File: config.mk
export PLATFORM = sky130hd
export DESIGN_NAME = four_key_debounce_toggle_unit
export DESIGN_NICKNAME = d
export VERILOG_FILES = /design/src/hdl/fkdt_pkg.sv /design/src/hdl/four_key_debounce_toggle_unit.sv /design/src/hdl/fkdt_core.sv
export SDC_FILE = /design/constraint.sdc
export NUM_CORES = 1
export LEC_CHECK = 0
export ABC_AREA = 1
export BUFFER_PORTS_ARGS = -buffer_cell sky130_fd_sc_hd__buf_2
export CORE_ASPECT_RATIO = 0.8
export CORE_MARGIN = 5
export CORE_UTILIZATION = 50
export CTS_CLUSTER_DIAMETER = 100
export DETAILED_ROUTE_END_ITERATION = 6
export PLACE_DENSITY = 0.77
export SLEW_MARGIN = 20
export SYNTH_ARGS = -nofsm -noshare
export SYNTH_HDL_FRONTEND = slang
export SYNTH_HIERARCHICAL = 1
export SYNTH_SLANG_ARGS = --single-unit
File: constraint.sdc
create_clock -name i_clk -period 3.2 [get_ports i_clk]
set_clock_uncertainty 0.2 [all_clocks]
set_input_delay 0.16 -clock i_clk [delete_from_list [all_inputs] [get_ports i_clk]]
set_output_delay 0.16 -clock i_clk [all_outputs]
set_load 0.01 [all_outputs]
File: src/hdl/fkdt_pkg.sv
// Shared types and constants for the four-key debounce and toggle unit.
// Used by fkdt_core, the top level and fkdt_checker; depends on nothing else.
package fkdt_pkg;

    localparam int KEY_COUNT     = 4;
    localparam int SETTLE_W      = 8;
    localparam int EVENT_W       = 3;
    localparam int CFG_INDEX_W   = 1;
    localparam int CFG_DATA_W    = 8;
    localparam int S_TDATA_W     = 8;
    localparam int M_TDATA_W     = 8;

    localparam logic [SETTLE_W-1:0]  SETTLE_RESET = 8'd4;
    localparam logic [KEY_COUNT-1:0] MASK_RESET   = 4'd0;

    // Configuration register indexes
    typedef enum logic [CFG_INDEX_W-1:0] {
        CFG_SETTLE_SAMPLES   = 1'b0,
        CFG_ACTIVE_HIGH_MASK = 1'b1
    } t_cfg_index;

    // Event codes; key k reports as k + 1
    localparam logic [EVENT_W-1:0] EVENT_NONE = 3'd0;

    // One result: bit 0 lamp, 1 uv, 2 fan, 3 socket in device_on
    typedef struct packed {
        logic [KEY_COUNT-1:0] device_on;
        logic [EVENT_W-1:0]   event_key;
    } t_result;

endpackage

File: src/hdl/four_key_debounce_toggle_unit.sv
// Four-key debounce and toggle unit: input register, fkdt_core, two-entry result buffer.
// A sample waits in the input register until the buffer has room; the core then steps and
// its result is written into the result buffer, whose head is shown on m_axis.
// Throughput: one sample per cycle; s_axis_tready falls only when the input register and
// both result entries are full and no result is taken in that cycle.
// Reset (i_rst_n, synchronous, active low) clears counters, arming, status bits and
// the buffers, and sets settle_samples to 4 and active_high_mask to 0.
module four_key_debounce_toggle_unit
    import fkdt_pkg::*;
(
    input  logic                   i_clk,
    input  logic                   i_rst_n,
    // Configuration write port
    input  logic                   i_cfg_wen,
    input  logic [CFG_INDEX_W-1:0] i_cfg_index,
    input  logic [CFG_DATA_W-1:0]  i_cfg_wdata,
    // Sample requests
    input  logic                   s_axis_tvalid,
    output logic                   s_axis_tready,
    // [3:0] key_levels, [7:4] zero
    input  logic [S_TDATA_W-1:0]   s_axis_tdata,
    // Result requests
    output logic                   m_axis_tvalid,
    input  logic                   m_axis_tready,
    // [2:0] event_key, [3] lamp_on, [4] uv_on, [5] fan_on, [6] socket_on, [7] zero
    output logic [M_TDATA_W-1:0]   m_axis_tdata
);

    logic [SETTLE_W-1:0]  r_settle;
    logic [KEY_COUNT-1:0] r_mask;
    logic                 r_in_valid;
    logic [KEY_COUNT-1:0] r_in_levels;
    t_result              r_buf0, r_buf1;
    logic [1:0]           r_cnt;
    t_result              core_result;
    logic                 s_accept, m_accept, advance, room;

    // Configuration registers
    always_ff @(posedge i_clk) begin
        if (!i_rst_n) begin
            r_settle <= SETTLE_RESET;
            r_mask   <= MASK_RESET;
        end else if (i_cfg_wen) begin
            case (t_cfg_index'(i_cfg_index))
                CFG_SETTLE_SAMPLES:   r_settle <= i_cfg_wdata[SETTLE_W-1:0];
                CFG_ACTIVE_HIGH_MASK: r_mask   <= i_cfg_wdata[KEY_COUNT-1:0];
                default: ;
            endcase
        end
    end

    // Handshake control
    assign m_accept      = m_axis_tvalid && m_axis_tready;
    assign room          = (r_cnt != 2'd2) || m_accept;
    assign advance       = r_in_valid && room;
    assign s_axis_tready = !r_in_valid || room;
    assign s_accept      = s_axis_tvalid && s_axis_tready;

    // Input register
    always_ff @(posedge i_clk) begin
        if (!i_rst_n) begin
            r_in_valid <= 1'b0;
        end else if (s_axis_tready) begin
            r_in_valid <= s_axis_tvalid;
        end
    end

    always_ff @(posedge i_clk) begin
        if (s_accept) begin
            r_in_levels <= s_axis_tdata[KEY_COUNT-1:0];
        end
    end

    fkdt_core u_core (
        .i_clk    (i_clk),
        .i_rst_n  (i_rst_n),
        .i_step   (advance),
        .i_levels (r_in_levels),
        .i_settle (r_settle),
        .i_mask   (r_mask),
        .o_result (core_result)
    );

    // Two-entry result buffer, head in r_buf0
    always_ff @(posedge i_clk) begin
        if (!i_rst_n) begin
            r_cnt <= 2'd0;
        end else begin
            case ({advance, m_accept})
                2'b10:   r_cnt <= r_cnt + 2'd1;
                2'b01:   r_cnt <= r_cnt - 2'd1;
                default: r_cnt <= r_cnt;
            endcase
        end
    end

    always_ff @(posedge i_clk) begin
        case ({advance, m_accept})
            2'b10: begin
                if (r_cnt == 2'd0) begin
                    r_buf0 <= core_result;
                end else begin
                    r_buf1 <= core_result;
                end
            end
            2'b01: begin
                r_buf0 <= r_buf1;
            end
            2'b11: begin
                if (r_cnt == 2'd2) begin
                    r_buf0 <= r_buf1;
                    r_buf1 <= core_result;
                end else begin
                    r_buf0 <= core_result;
                end
            end
            default: ;
        endcase
    end

    assign m_axis_tvalid = (r_cnt != 2'd0);
    assign m_axis_tdata  = {1'b0, r_buf0.device_on, r_buf0.event_key};

endmodule

File: src/hdl/fkdt_core.sv
// Per-key debounce counters, press arming and device status toggling.
// Depends on fkdt_pkg for widths and the result type.
module fkdt_core
    import fkdt_pkg::*;
(
    input  logic                 i_clk,
    input  logic                 i_rst_n,
    input  logic                 i_step,
    input  logic [KEY_COUNT-1:0] i_levels,
    input  logic [SETTLE_W-1:0]  i_settle,
    input  logic [KEY_COUNT-1:0] i_mask,
    output t_result              o_result
);

    logic [SETTLE_W-1:0]  r_count [KEY_COUNT];
    logic [SETTLE_W-1:0]  n_count [KEY_COUNT];
    logic [KEY_COUNT-1:0] r_stable, n_stable;
    logic [KEY_COUNT-1:0] r_held, n_held;
    logic [KEY_COUNT-1:0] r_device, n_device;
    logic [EVENT_W-1:0]   n_event;

    // Next state of every key for the sample in the input register
    always_comb begin
        logic [SETTLE_W:0]    inc;
        logic [SETTLE_W:0]    limit;
        logic [KEY_COUNT-1:0] pressed_now;
        pressed_now = ~(i_levels ^ i_mask);
        // A threshold of zero behaves as one
        limit = (i_settle == '0) ? (SETTLE_W+1)'(1) : {1'b0, i_settle};
        n_event = EVENT_NONE;
        for (int k = 0; k < KEY_COUNT; k++) begin
            inc = {1'b0, r_count[k]} + (SETTLE_W+1)'(1);
            n_stable[k] = r_stable[k];
            if (pressed_now[k] != r_stable[k]) begin
                if (inc >= limit) begin
                    n_stable[k] = pressed_now[k];
                    n_count[k]  = '0;
                end else begin
                    n_count[k]  = inc[SETTLE_W-1:0];
                end
            end else begin
                n_count[k] = '0;
            end
            // The highest newly pressed armed key wins the report
            if (n_stable[k]) begin
                if (!r_held[k]) begin
                    n_event = EVENT_W'(k + 1);
                end
                n_held[k] = 1'b1;
            end else begin
                n_held[k] = 1'b0;
            end
        end
        n_device = r_device;
        for (int k = 0; k < KEY_COUNT; k++) begin
            if (n_event == EVENT_W'(k + 1)) begin
                n_device[k] = ~r_device[k];
            end
        end
    end

    // State advances once per sample
    always_ff @(posedge i_clk) begin
        if (!i_rst_n) begin
            for (int k = 0; k < KEY_COUNT; k++) begin
                r_count[k] <= '0;
            end
            r_stable <= '0;
            r_held   <= '0;
            r_device <= '0;
        end else if (i_step) begin
            for (int k = 0; k < KEY_COUNT; k++) begin
                r_count[k] <= n_count[k];
            end
            r_stable <= n_stable;
            r_held   <= n_held;
            r_device <= n_device;
        end
    end

    assign o_result.event_key = n_event;
    assign o_result.device_on = n_device;

endmodule

**After elaboration in Yosys (flattened, before gate mapping)**

Memory sizes are Yosys's and may differ from the RTL's.
Cells that the tools add are included.

- Input bits: 22
- Word-level logic and storage cells: 114
- Bits in registers: 45
- Memories: 1
- RAM bits: 32

- Equal/unequal tests: 16
- $add $sub $neg: 6
- $lt $le $gt $ge: 4
- Multiplexer cells: 48
- Reductions and logical operators: 16
- Bitwise operators: 11

Memory list:

| name | words | bits a word | read ports | clocked after memory_dff | write ports | RTL line | source |
|---|---|---|---|---|---|---|---|
| u_core.r_count | 4 | 8 | 4 | 0 | 4 | fkdt_core.sv:15 | `logic [SETTLE_W-1:0] r_count [KEY_COUNT];` |

Operators with widths:

| operator | number |
|---|---|
| two-way mux 8 bit | 13 |
| adder 8 x 1 -> 9 bit, second input constant | 4 |
| >= comparator 9 bit | 4 |
| two-way mux 7 bit | 4 |
| two-way mux 1 bit | 21 |
| two-way mux 3 bit | 7 |
| one-hot mux 7 bit (3 select lines) | 1 |
| one-hot mux 7 bit (2 select lines) | 1 |
| logical NOT 8 bit | 1 |
| != test 2 bit, second input constant | 4 |
| == test 2 bit, second input constant | 3 |
| == test 3 x 2 -> 1 bit, second input constant | 2 |
| AND reduction 2 bit | 3 |
| nonzero test 2 bit | 3 |
| inverter 1 bit | 5 |
| != test 1 bit | 4 |
| inverter 4 bit | 1 |
| OR 1 bit | 4 |
| one-hot mux 2 bit (2 select lines) | 1 |
| bitwise XOR 4 bit | 1 |
| == test 3 x 1 -> 1 bit, second input constant | 1 |
| == test 3 bit, second input constant | 1 |
| logical AND 1 bit | 3 |
| AND reduction 3 bit | 1 |
| 7 further kinds | 8 |

**Longest topological paths before layout**

- Depth in word-level cells: 16
- Depth in mapped cells: 23

**Hierarchy**

Netlist, hierarchy kept.

Modules (own cells, without submodules):

| module | area each (um^2) | cells each | instances | seq. area each (um^2) |
|---|---|---|---|---|
| fkdt_core | 3,214.3 | 408 | 1 | 1,121.1 |
| four_key_debounce_toggle_unit | 1,340.0 | 133 | 1 | 840.8 |

**Worst setup path before layout**

OpenSTA, ideal clock, no wires.

- Kind: reg-to-reg
- Start: memory u_core.r_count[0][0]
- End: register r_buf0, in the netlist m_axis_tdata[5], data pin
- Required time: 2.747 ns
- Buffers on the path: 0
- Slack: 0.168 ns
- Arrival time: 2.579 ns
- Stages on the path, launching flop included: 19
- Setup time: 0.253 ns
- Clock period less this slack: 3.032 ns
- Cell sequence: edfxtp_1 -> ha_1 -> nand2_1 -> nor2_1 -> inv_1 -> nor2_1 -> nand2_1 -> xnor2_1 -> ha_1 -> nand2_1 -> nor3_1 -> nand4_1 -> nand3_1 -> nand3_1 -> o21ai_0 -> nand3_1 -> and2_1 -> nand2_1 -> nand2_1

RTL lines:

| what | RTL line | source |
|---|---|---|
| from (decl) | fkdt_core.sv:15 |  |
| to (signal assigned) | four_key_debounce_toggle_unit.sv:101 | `r_buf0 <= core_result;` |
| to (signal assigned) | four_key_debounce_toggle_unit.sv:107 | `r_buf0 <= r_buf1;` |
| to (signal assigned) | four_key_debounce_toggle_unit.sv:111 | `r_buf0 <= r_buf1;` |
| to (decl) | four_key_debounce_toggle_unit.sv:33 | `t_result r_buf0, r_buf1;` |

==> summary.txt <==
Setup path
  – Startpoint types: flop
  – CP max stage cell: edfxtp_1
  – Worst Path Buf+Inv: 2
  – Worst Path Required: 3.09 ns
  – R2r setup slk: 0.03 ns
  – CP Capture Type: flop
  – Arr. time, crit path: 3.06 ns
  – Cell-by-cell trace of the critical path: ha_2, nand2_2, nor2_4, nand3_2, xor2_2, inv_1, ha_4, nand2_1, nor4_2, nand2_1, nand3_2, nand3_4, nand2_2, inv_4, nand2_2, nand2_2, and2_4, nand2_2, nand2_1
  – Critical path fanouts, max: 6
  – Cell repeated most along the worst path: nand2_2
  – Crit path max-delay family: simple AND/OR/NAND/NOR gates
  – Kind of critical path: flop to flop
  – Max incr delay on CP: 0.35 ns

Detailed routing
  – Residual DRC count: 0
  – Routed WL per cell: 14.4 um
  – DR vias: 3869
  – Initial DRC Count: 281
  – Post-DRT Antenna Nets: 0
  – Final wirelength: 10700 um
  – Pre-antenna DRT Iters: 5
  – Via/cell ratio: 5.21

Floorplanning
  – Initial core utilization: 50.8%
  – Die Ht: 95.4 um
  – Total die area: 11100 um^2
  – Die span in x: 117 um
  – IO Count: 32
  – Core Box Area: 8960 um^2
  – Site Rows: 31

Yosys
  – Library cells used by synthesis: 41
  – Flop and latch count out of synthesis: 73
  – Async S/R FF share, synth: 0%
  – Dominant cell type by area after synthesis: edfxtp_1
  – Syn_area_per_cell: 8.42 um^2
  – Post-Synthesis Cell Area: 4550 um^2
  – Top cell type's share of synthesized area: 33.0%
  – Main flop type after synthesis: edfxtp_1
  – Post-synth EDFFs: 50
  – Post-synthesis sequential area ratio: 43.1%
  – Ys Warns: 6
  – Syn Nets: 602
  – Top cells by area, synth: edfxtp_1 (33%), ha_1 (11%), dfxtp_1 (10%), nand2_1 (8.6%), inv_1 (6.9%)
  – Mapped Cells: 541

CTS
  – CTS tree: yes
  – Clk sink count: 73
  – Clk Latency, worst-skew pair: 0.34 ns
  – Clk buf depth: 2
  – CTS buffer count: 9
  – Clk slew on worst S/H paths: 0.06 ns
  – H-tree level count: 3
  – Root Buffer: clkbuf_16

GRT
  – Total GRT Usage: 17.9%
  – Pin count of the biggest net entering global routing: 38
  – Vias in the first global route: 3666
  – GRT overflow: 0
  – Antenna violations before repair: 0
  – Global-route wire length before repair: 15800 um

Final layout
  – Finished Layout Cells: 742
  – Cell area after layout: 5910 um^2
  – Fill cells: 649
  – Fin util: 65.9%
  – # nets final: 683
  – Layout cells sized above 1: 28.1%
  – Antenna Cells: 0
  – P&R area growth vs syn: 29.7%

Timing
  – Final period util: 99.0%
  – Worst Tran Pin Value: 0.705 ns
  – Post-layout min period: 3.17 ns
  – Hold Fails Final Rpt: 0
  – WHS: 0.0429 ns
  – Worst setup margin: 0.0317 ns
  – Maximum operating frequency: 0.316 GHz
  – Setup TNS Final: 0 ns
  – Slew HR: 52.7%
  – Setup violators final: 0
  – RSZ-0062 raised after global routing: yes
  – Slew Viols, Final: 0

Placement
  – Post-Place Cells: 689
  – RD Place Congestion: 0.817
  – Port Buf Inserts: 26
  – Post-detailed-placement half-perimeter wirelength: 6580 um
  – Setup WS pre-CTS: -0.00126 ns
  – Area post-placement: 4880 um^2

Power and ir drop
  – PwrDens: 493 nW/um^2
  – Static Leakage: 2.66 nW
  – Worst vdd ir: 0.297 mV
  – Tot Pwr: 2.91 mW

Status
  – Status: completed

Hold path
  – HP Class: input port to flop

Run
  – Max-capacitance violation count: 0
## state kept, by name (all words and copies together) (netlist names), 4 cells and up
| register | flops |
|---|---|
| m_axis_tdata | 7 |
| r_in_levels | 4 |
| r_settle | 8 |
| u_core/r_count | 32 |
| r_buf1 | 7 |
| u_core/r_device | 4 |
| r_mask | 4 |
| u_core/r_stable | 4 |
## worst register-to-register path: stages, from the launching register on
cell and delay (ns):
edfxtp_1 0.35, ha_2 0.19, nand2_2 0.08, nor2_4 0.14, nand3_2 0.10, xor2_2 0.22, inv_1 0.10, ha_4 0.27
nand2_1 0.06, nor4_2 0.28, nand2_1 0.12, nand3_2 0.14, nand3_4 0.11, nand2_2 0.12, inv_4 0.06, nand2_2 0.06
nand2_2 0.06, and2_4 0.16, nand2_2 0.05, nand2_1 0.06
## cells in the mapped netlist (3+ instances only)
cell type / n
a21o_1: 5
a21oi_1: 10
dfxtp_1: 23
edfxtp_1: 50
ha_1: 39
inv_1: 84
inv_2: 3
nand2_1: 104
nand3_1: 32
nand3_2: 4
nand3b_1: 4
nand4_1: 7
nor2_1: 72
nor2_2: 21
nor3_1: 6
o21ai_0: 20
xnor2_1: 7
xor2_1: 19
## layer usage
metal | GRT usage [%] | vias to the layer above | share of wire (%)
li1 | - | 1915 | -
met1 | 22.5 | 1801 | 42
met2 | 30.4 | 127 | 50
met3 | 3.81 | 26 | 5.9
met4 | 6.69 | 0 | 2.0
met5 | 0 | - | 0
## placed cells by master (no fill, tap or decap), drive strengths merged, types with 3 or more instances in the layout
cell type      n
xnor2          7
nand2        107
a21o           5
inv           89
nand3b         5
nand3         36
dlygate4sd3   19
xor2          19
clkbuf        13
nand4          7
dfxtp         23
ha            39
nor3           9
buf           55
edfxtp        50
clkinv         3
o21ai         22
a21oi         10
nor2          96
## logic make-up after synthesis
family | share of synthesized area [%]
compound gates | 5.36
xor+xnor | 5.00
fa+ha+maj | 10.7
buf+inv | 8.10
flops | 43.1
other cells | 0.0823
simple gates | 27.7
## report_power, final
group | internal, mW | total, mW | switching, mW
clock | 0.672 | 1.07 | 0.401
combinational | 0.272 | 0.683 | 0.411
sequential | 1.10 | 1.16 | 0.0539
total | 2.05 | 2.91 | 0.866
## final timing paths
| kind | from | end | cells after the start |
|---|---|---|---|
| setup / recovery | u_core/r_count[3][1] | m_axis_tdata[5] | 19 |
| hold / removal | i_cfg_index | r_settle[4] | 4 |
| setup reg to reg | u_core/r_count[3][1] | m_axis_tdata[5] | 19 |
| hold reg to reg | r_mask[2] | r_mask[2] | 2 |
## final cells by class
cell class | count | area, um^2 | area share [%]
clock buffer | 13 | 304 | 5.15
clock inverter | 3 | 23.8 | 0.403
inverter | 89 | 337 | 5.70
sequential | 73 | 1960 | 33.2
timing repair buffer | 74 | 549 | 9.30
tap | 115 | 144 | 2.44
multi-input combinational | 375 | 2590 | 43.8
## what timing repair did
action	in CTS	in global routing
endpoints found under the setup margin	2	28
buffers inserted	1	17
hold buffers	19	0
gates resized for setup	3	81
pin swaps	0	41
hold endpoints to repair	19	0
No activity file was read; power rests on OpenSTA's default activity.
